<file path="src/rtl/core/lsfb_pkg.sv">
`default_nettype none

package lsfb_pkg;

	localparam int LED_COUNT_DEF = 32;
	localparam int END_WORDS_DEF = 1;

	localparam logic [7:0] BRIGHT_HEAD = 8'hE0;

	typedef enum logic [1:0] {
		CMD_SET_ONE   = 2'd0,
		CMD_SET_ALL   = 2'd1,
		CMD_SWAP_EMIT = 2'd2,
		CMD_REEMIT    = 2'd3
	} cmd_t;

	typedef enum logic [1:0] {
		ST_IDLE,
		ST_FILL,
		ST_EMIT
	} state_t;

	typedef enum logic [1:0] {
		WK_START,
		WK_LED,
		WK_END
	} word_kind_t;

	// level*31/255 via x/255 = (x + 1 + (x >> 8)) >> 8, exact for x below 65535
	function automatic logic [31:0] led_word(input logic [7:0] red, input logic [7:0] green,
		input logic [7:0] blue, input logic [7:0] level);
		logic [12:0] prod;
		logic [13:0] sum;
		logic [4:0]  scaled;
		prod   = 13'({5'd0, level} * 13'd31);
		sum    = {1'b0, prod} + 14'd1 + {9'd0, prod[12:8]};
		scaled = sum[12:8];
		return {BRIGHT_HEAD | {3'b000, scaled}, blue, green, red};
	endfunction

endpackage

`default_nettype wire

</file>
<file path="src/rtl/core/lsfb_ifs.sv">
`default_nettype none

interface lsfb_cmd_if;
	logic       valid;
	logic       ready;
	logic [1:0] cmd;
	logic [7:0] led_index;
	logic [7:0] red;
	logic [7:0] green;
	logic [7:0] blue;
	logic [7:0] level;

	modport source (
		output valid, cmd, led_index, red, green, blue, level,
		input  ready
	);
	modport sink (
		input  valid, cmd, led_index, red, green, blue, level,
		output ready
	);
endinterface

interface lsfb_word_if;
	logic        valid;
	logic        ready;
	logic [31:0] frame_word;
	logic        last_word;

	modport source (
		output valid, frame_word, last_word,
		input  ready
	);
	modport sink (
		input  valid, frame_word, last_word,
		output ready
	);
endinterface

`default_nettype wire

</file>
<file path="src/rtl/core/led_strip_frame_builder_core.sv">
// set one LED: ready again the cycle after acceptance
// set all LEDs: one store write per cycle through the single write port
// emit: 1 + LED_COUNT + END_WORDS words, one per cycle unless frame.ready stalls, LED words from the store read port,
//   each word through the stage-1 and output registers, ready again once the last word is read
// reset (arst_n, async): both stores read as zero through per-entry valid bits, store zero
//   active, fill byte 0xFF; no clearing pass
`default_nettype none

module led_strip_frame_builder_core #(
	parameter int LED_COUNT = lsfb_pkg::LED_COUNT_DEF,
	parameter int END_WORDS = lsfb_pkg::END_WORDS_DEF
) (
	input  wire logic        clk,
	input  wire logic        arst_n,
	input  wire logic        cfg_we,
	input  wire logic [7:0]  cfg_wdata,
	lsfb_cmd_if.sink         command,
	lsfb_word_if.source      frame
);
	import lsfb_pkg::*;

	localparam int IDX_W     = (LED_COUNT > 1) ? $clog2(LED_COUNT) : 1;
	localparam int ADDR_W    = IDX_W + 1;
	localparam int MEM_DEPTH = 2 ** ADDR_W;
	localparam int WORDS     = 1 + LED_COUNT + END_WORDS;
	localparam int POS_W     = $clog2(WORDS + 1);

	localparam logic [POS_W-1:0] POS_LAST_LED = POS_W'(LED_COUNT);
	localparam logic [POS_W-1:0] POS_LAST     = POS_W'(WORDS - 1);
	localparam logic [POS_W-1:0] FILL_LAST    = POS_W'(LED_COUNT - 1);

	state_t state_q, state_d;
	logic [POS_W-1:0]     pos_q;
	logic                 active_q;
	logic [7:0]           fill_q;
	logic [31:0]          word_q;
	logic [31:0]          mem_q [MEM_DEPTH];
	logic [MEM_DEPTH-1:0] valid_q;

	logic [31:0] rd_data_s1;
	logic        rd_ok_s1;
	word_kind_t  kind_s1;
	logic        last_s1;
	logic        busy_s1;

	logic [31:0] out_word_q;
	logic        out_last_q;
	logic        out_valid_q;

	logic              accept;
	cmd_t              in_cmd;
	logic [31:0]       new_word;
	logic              idx_ok;
	logic              s1_adv;
	logic              issue;
	logic              mem_we;
	logic [ADDR_W-1:0] mem_waddr;
	logic [31:0]       mem_wdata;
	logic [POS_W-1:0]  led_pos;
	logic [ADDR_W-1:0] mem_raddr;
	word_kind_t        kind_d;
	logic [31:0]       sel_word;

	assign accept   = command.valid && command.ready;
	assign in_cmd   = cmd_t'(command.cmd);
	assign new_word = led_word(command.red, command.green, command.blue, command.level);
	assign idx_ok   = command.led_index < 8'(LED_COUNT);
	assign s1_adv   = busy_s1 && (!out_valid_q || frame.ready);
	assign led_pos  = pos_q - POS_W'(1);
	assign mem_raddr = {active_q, led_pos[IDX_W-1:0]};

	always_comb begin
		state_d = state_q;
		unique case (state_q)
			ST_IDLE: begin
				if (accept) begin
					unique case (in_cmd) inside
						CMD_SET_ALL: state_d = ST_FILL;
						CMD_SWAP_EMIT, CMD_REEMIT: state_d = ST_EMIT;
						default: state_d = ST_IDLE;
					endcase
				end
			end
			ST_FILL: begin
				if (pos_q == FILL_LAST) state_d = ST_IDLE;
			end
			ST_EMIT: begin
				if (issue && pos_q == POS_LAST) state_d = ST_IDLE;
			end
			default: state_d = ST_IDLE;
		endcase
	end

	always_comb begin
		command.ready = 1'b0;
		issue         = 1'b0;
		mem_we        = 1'b0;
		mem_waddr     = {~active_q, command.led_index[IDX_W-1:0]};
		mem_wdata     = new_word;
		unique case (state_q)
			ST_IDLE: begin
				command.ready = 1'b1;
				mem_we        = accept && (in_cmd == CMD_SET_ONE) && idx_ok;
			end
			ST_FILL: begin
				mem_we    = 1'b1;
				mem_waddr = {~active_q, pos_q[IDX_W-1:0]};
				mem_wdata = word_q;
			end
			ST_EMIT: begin
				issue = !busy_s1 || s1_adv;
			end
			default: ;
		endcase
	end

	always_comb begin
		if (pos_q == '0) kind_d = WK_START;
		else if (pos_q <= POS_LAST_LED) kind_d = WK_LED;
		else kind_d = WK_END;
	end

	always_comb begin
		case (kind_s1)
			WK_START: sel_word = '0;
			WK_LED:   sel_word = rd_ok_s1 ? rd_data_s1 : '0;
			WK_END:   sel_word = {4{fill_q}};
			default:  sel_word = '0;
		endcase
	end

	always_ff @(posedge clk or negedge arst_n) begin
		if (!arst_n) begin
			state_q     <= ST_IDLE;
			pos_q       <= '0;
			active_q    <= 1'b0;
			fill_q      <= 8'hFF;
			valid_q     <= '0;
			busy_s1     <= 1'b0;
			out_valid_q <= 1'b0;
		end else begin
			state_q <= state_d;
			if (accept) pos_q <= '0;
			else if (state_q == ST_FILL || issue) pos_q <= pos_q + POS_W'(1);
			if (accept && in_cmd == CMD_SWAP_EMIT) active_q <= ~active_q;
			if (cfg_we) fill_q <= cfg_wdata;
			if (mem_we) valid_q[mem_waddr] <= 1'b1;
			if (issue) busy_s1 <= 1'b1;
			else if (s1_adv) busy_s1 <= 1'b0;
			if (s1_adv) out_valid_q <= 1'b1;
			else if (frame.ready) out_valid_q <= 1'b0;
		end
	end

	always_ff @(posedge clk) begin
		if (accept && in_cmd == CMD_SET_ALL) word_q <= new_word;
		if (mem_we) mem_q[mem_waddr] <= mem_wdata;
		if (issue) begin
			rd_data_s1 <= mem_q[mem_raddr];
			rd_ok_s1   <= valid_q[mem_raddr];
			kind_s1    <= kind_d;
			last_s1    <= (pos_q == POS_LAST);
		end
		if (s1_adv) begin
			out_word_q <= sel_word;
			out_last_q <= last_s1;
		end
	end

	assign frame.valid      = out_valid_q;
	assign frame.frame_word = out_word_q;
	assign frame.last_word  = out_last_q;

endmodule

`default_nettype wire

</file>
<file path="src/flat_wrapper.sv">
// flat-port wrapper written by rule: the top's interface ports become plain ports
module led_strip_frame_builder_core_flat import lsfb_pkg::*;
#(
	parameter int LED_COUNT = lsfb_pkg::LED_COUNT_DEF,
	parameter int END_WORDS = lsfb_pkg::END_WORDS_DEF
)
  (clk, arst_n, cfg_we, cfg_wdata, command_valid, command_cmd, command_led_index, command_red, command_green, command_blue, command_level, command_ready, frame_valid, frame_frame_word, frame_last_word, frame_ready);
  lsfb_cmd_if command_i ();
  lsfb_word_if frame_i ();
  input  wire logic clk;
  input  wire logic arst_n;
  input  wire logic cfg_we;
  input  wire logic [7:0] cfg_wdata;
  input wire logic [$bits(command_i.valid)-1:0] command_valid;
  input wire logic [$bits(command_i.cmd)-1:0] command_cmd;
  input wire logic [$bits(command_i.led_index)-1:0] command_led_index;
  input wire logic [$bits(command_i.red)-1:0] command_red;
  input wire logic [$bits(command_i.green)-1:0] command_green;
  input wire logic [$bits(command_i.blue)-1:0] command_blue;
  input wire logic [$bits(command_i.level)-1:0] command_level;
  output wire logic [$bits(command_i.ready)-1:0] command_ready;
  output wire logic [$bits(frame_i.valid)-1:0] frame_valid;
  output wire logic [$bits(frame_i.frame_word)-1:0] frame_frame_word;
  output wire logic [$bits(frame_i.last_word)-1:0] frame_last_word;
  input wire logic [$bits(frame_i.ready)-1:0] frame_ready;
  assign command_i.valid = command_valid;
  assign command_i.cmd = command_cmd;
  assign command_i.led_index = command_led_index;
  assign command_i.red = command_red;
  assign command_i.green = command_green;
  assign command_i.blue = command_blue;
  assign command_i.level = command_level;
  assign command_ready = command_i.ready;
  assign frame_valid = frame_i.valid;
  assign frame_frame_word = frame_i.frame_word;
  assign frame_last_word = frame_i.last_word;
  assign frame_i.ready = frame_ready;
  led_strip_frame_builder_core #(.LED_COUNT(LED_COUNT), .END_WORDS(END_WORDS)) u_core (.clk(clk), .arst_n(arst_n), .cfg_we(cfg_we), .cfg_wdata(cfg_wdata), .command(command_i), .frame(frame_i));
endmodule
</file>
<file path="config.mk">
export PLATFORM = sky130hd
export DESIGN_NAME = led_strip_frame_builder_core_flat
export DESIGN_NICKNAME = d
export VERILOG_FILES = /design/src/rtl/core/lsfb_pkg.sv /design/src/rtl/core/lsfb_ifs.sv /design/src/rtl/core/led_strip_frame_builder_core.sv /design/src/flat_wrapper.sv
export SDC_FILE = /design/constraint.sdc
export NUM_CORES = 2
export LEC_CHECK = 0
export BUFFER_PORTS_ARGS = -buffer_cell sky130_fd_sc_hd__buf_2
export CORE_MARGIN = 3
export CORE_UTILIZATION = 40
export CTS_CLUSTER_SIZE = 20
export DETAILED_ROUTE_END_ITERATION = 6
export GPL_TIMING_DRIVEN = 0
export HOLD_SLACK_MARGIN = 0.03
export PLACE_DENSITY = 0.63
export SETUP_SLACK_MARGIN = 0.2
export SYNTH_ARGS = -nofsm -noshare
export SYNTH_HDL_FRONTEND = slang
export SYNTH_SLANG_ARGS = --single-unit
</file>
<file path="constraint.sdc">
create_clock -name clk -period 12.9 [get_ports clk]
set_input_delay 1.29 -clock clk [delete_from_list [all_inputs] [get_ports clk]]
set_output_delay 1.29 -clock clk [all_outputs]
set_load 0.05 [all_outputs]
</file>
==> results.md <==
- Initial antenna violation count: 25
- # DRC: 0
- Fmax achieved: 151 MHz
- Routed Antenna Nets: 0
- Post-synth ARST share: 4.08%
- WS Path Type: input port to flop
- Postcts setup bufs: 0
- Top cell type's share of synthesized area: 74.3%
- Top cells by area, synth: edfxtp_1 (74%), mux4_2 (18%), dfrtp_1 (2.4%)
- Clock Skew: 0.0243 ns
- Htree depth: 4
- Die Y: 450 µm
- Setup TNS: 0 ns
- Most common library cells after synthesis: edfxtp_1 (1951), mux4_2 (630), nand2_1 (124), nor2_1 (88), clkbuf_1 (83)
- Path type of the worst min-delay path: flop to flop
- Power Density: 242 mW/mm²
- Fin crit period: 6.62 ns
- Area after DPL: 0.0854 mm²
- WL per Instance: 30.6 µm
- Final Power: 22.2 mW
- Post-DP HPWL: 140 mm
- Via count: 36.8k
- GP Congestion: 0.868
- Syn. warnings: 0
- Syn_nets: 3468
- Main synth FF type: edfxtp_1
- Rows: 162
- Leakage: 29.2 nW
- Die area: 0.203 mm²
- Period utilization: 51.3%
- Vias in the first global route: 37.5k
- Fraction of layout cells with a size suffix above 1: 33.9%
- Post-synthesis cell area: 0.0789 mm²
- Fin. max-slew vios: 0
- Finished Core Util: 46.9%
- Max Cap Viol: 0
- Peak VDD IR: 0.171 mV
- Latest clock arrival within the worst-skew pair: 0.81 ns
- I/O pin count: 90
- Most frequent cell after synthesis: edfxtp_1
- Sequential share of the synthesized area: 76.9%
- Area growth from synthesis to layout: 16.3%
- CTS tree: done
- Die Wd: 450 µm
- Hold_buf cts: 0
- Port Buf Inserts: 88
- Final hold viol count: 0
- Drt pass-1 iters: 5
- Synth Register Bits: 2034
- CP Data Required Time: 13.38 ns
- Tot GR Track Use: 19.8%
- Initial core utilization: 40.3%
- Core area: 0.196 mm²
- WL final: 201 mm
- CTS-repair resized insts: 0
- Critical path launch point type: input port
- CP arrival: 7.10 ns
- Global-route wire length before repair: 285 mm
- Synth area leader: edfxtp_1
- Largest net degree at the start of global routing: 65
- Max-Slew Margin vs Limit: 8.25%
- Clock-pin transition on the worst setup and hold timing paths: 0.06 ns
- Design area: 0.0918 mm²
- Crit. End Element: flop
- GRT overflow: 0
- RSZ-0062 raised after global routing: false
- Synth unique cells: 60
- Number of synthesized flops with an enable pin: 1951
- Post-synthesis cell count: 3368
- Filler cells: 15.8k
- Root Buffer: clkbuf_16
- NumNets Final: 3851
- Setup violators final: 0
- CTS max path bufs: 3
- Sink Count: 2034
- Worst Tran Pin Value: 1.38 ns
- Syn avg cell area: 23.4 µm²
- DR iter-0 viols: 4560
- Outcome: completed
- Via/cell ratio: 5.61
- Crit-path max FO: 64
- CTS buffer count: 197
-- per-layer routing --
metal | GRT usage (%) | share of wire, % | vias to the layer above
met5 | 0 | 0.027 | -
met3 | 4.22 | 8.7 | 299
met2 | 32.0 | 49 | 1520
met1 | 27.0 | 39 | 19910
met4 | 6.47 | 3.6 | 8
li1 | - | - | 15018
-- worst max-delay path, stage by stage --
cell and delay [ns]:
buf_2 0.15, fa_1 0.54, fa_1 0.55, inv_1 0.09, fa_1 0.51, inv_1 0.05
ha_1 0.35, and2b_1 0.19, o211ai_1 0.15, a31o_2 0.31, a211oi_2 0.25, nor4_1 0.10
a311oi_2 0.38, ha_1 0.34, o221ai_1 0.24, nor4b_4 0.33, nand4_1 0.18, xnor2_1 0.27
mux2_4 0.75
-- power breakdown --
part           internal (mW)  total, mW  switching, mW
registers               7.84       7.91         0.0665
logic                   3.42       8.67           5.25
clock network           3.23       5.65           2.42
total                   14.5       22.2           7.73
-- metrics by stage --
| stage | setup WS [ns] | std cells | hold WS (ns) |
|---|---|---|---|
| 2_1_floorplan | 4.78 | 3368 | 0.400 |
| 3_3_place_gp | 1.37 | 6080 | 0.446 |
| 3_5_place_dp | 4.86 | 6176 | 0.448 |
| 4_1_cts | 5.71 | 6546 | 0.442 |
| 5_1_grt | 5.90 | 6547 | 0.466 |
| 6_report | 6.28 | 6552 | 0.461 |
-- cell families (layout without fill, tap and decap cells) --
| logic type | Yosys count | after routing | share of synthesized area, % |
|---|---|---|---|
| buffers and inverters | 209 | 763 | 1.09 |
| multiplexers | 643 | 643 | 18.2 |
| AND/OR/NAND/NOR | 334 | 334 | 2.01 |
| flip-flops | 2034 | 2034 | 76.9 |
| other | 0 | 6 | 0 |
| AO/OA/AOI/OAI | 85 | 85 | 0.749 |
| adder cells (fa/ha/maj) | 45 | 45 | 0.875 |
| XOR/XNOR | 18 | 18 | 0.209 |
-- final timing paths --
check | end | cells past startpoint | start | slack (ns)
max | u_core.mem_q[31][28]$_DFFE_PP_ | 19 | command_level[0] | 6.28
min in group asynchronous | u_core.valid_q[28]$_DFFE_PN0P_ | 1 | arst_n | 0.48
max in group asynchronous | u_core.valid_q[33]$_DFFE_PN0P_ | 2 | arst_n | 11.70
max reg2reg | u_core.rd_data_s1[3]$_DFFE_PP_ | 10 | u_core.pos_q[0]$_DFFE_PN0P_ | 6.65
min reg2reg | u_core.valid_q[45]$_DFFE_PN0P_ | 1 | u_core.valid_q[45]$_DFFE_PN0P_ | 0.46
min | u_core.valid_q[45]$_DFFE_PN0P_ | 1 | u_core.valid_q[45]$_DFFE_PN0P_ | 0.46
-- registers in the layout, summed over array words and instances, names as in the netlist --
register	flops
u_core.rd_data_s1	29
u_core.rd_ok_s1	1
u_core.active_q	1
u_core.last_s1	1
u_core.mem_q	1856
u_core.valid_q	64
u_core.pos_q	6
u_core.kind_s1	2
u_core.busy_s1	1
u_core.frame.valid	1
u_core.state_q	2
u_core.frame.last_word	1
u_core.word_q	29
u_core.fill_q	8
u_core.frame.frame_word	32
-- area by class of cell --
cell class | instances | area, µm² | share of cell area [%]
repair buffers | 184 | 2630 | 2.86
multi-input cells | 1125 | 18000 | 19.6
clock buffers | 275 | 5500 | 6.00
well taps | 2624 | 3280 | 3.58
clock inverters | 95 | 837 | 0.912
flip-flops and latches | 2034 | 60700 | 66.1
diodes | 6 | 15.0 | 0.0164
plain buffers | 165 | 694 | 0.757
inverters | 44 | 165 | 0.180
-- layout by cell type (no fill, tap or decap), drive strengths merged, types with 8 or more instances in the layout --
cell and instances:
o21a 11, xor2 8, or2 66, dfrtp 75, bufinv 13, clkbuf 358, mux2 12, and2 10
a21oi 32, nor2 88, buf 266, mux4 630, edfxtp 1951, xnor2 10, inv 50, nand2 124
ha 28, o21ai 13, fa 17, clkinv 71, dfstp 8
(Power assumes the default switching activity.)
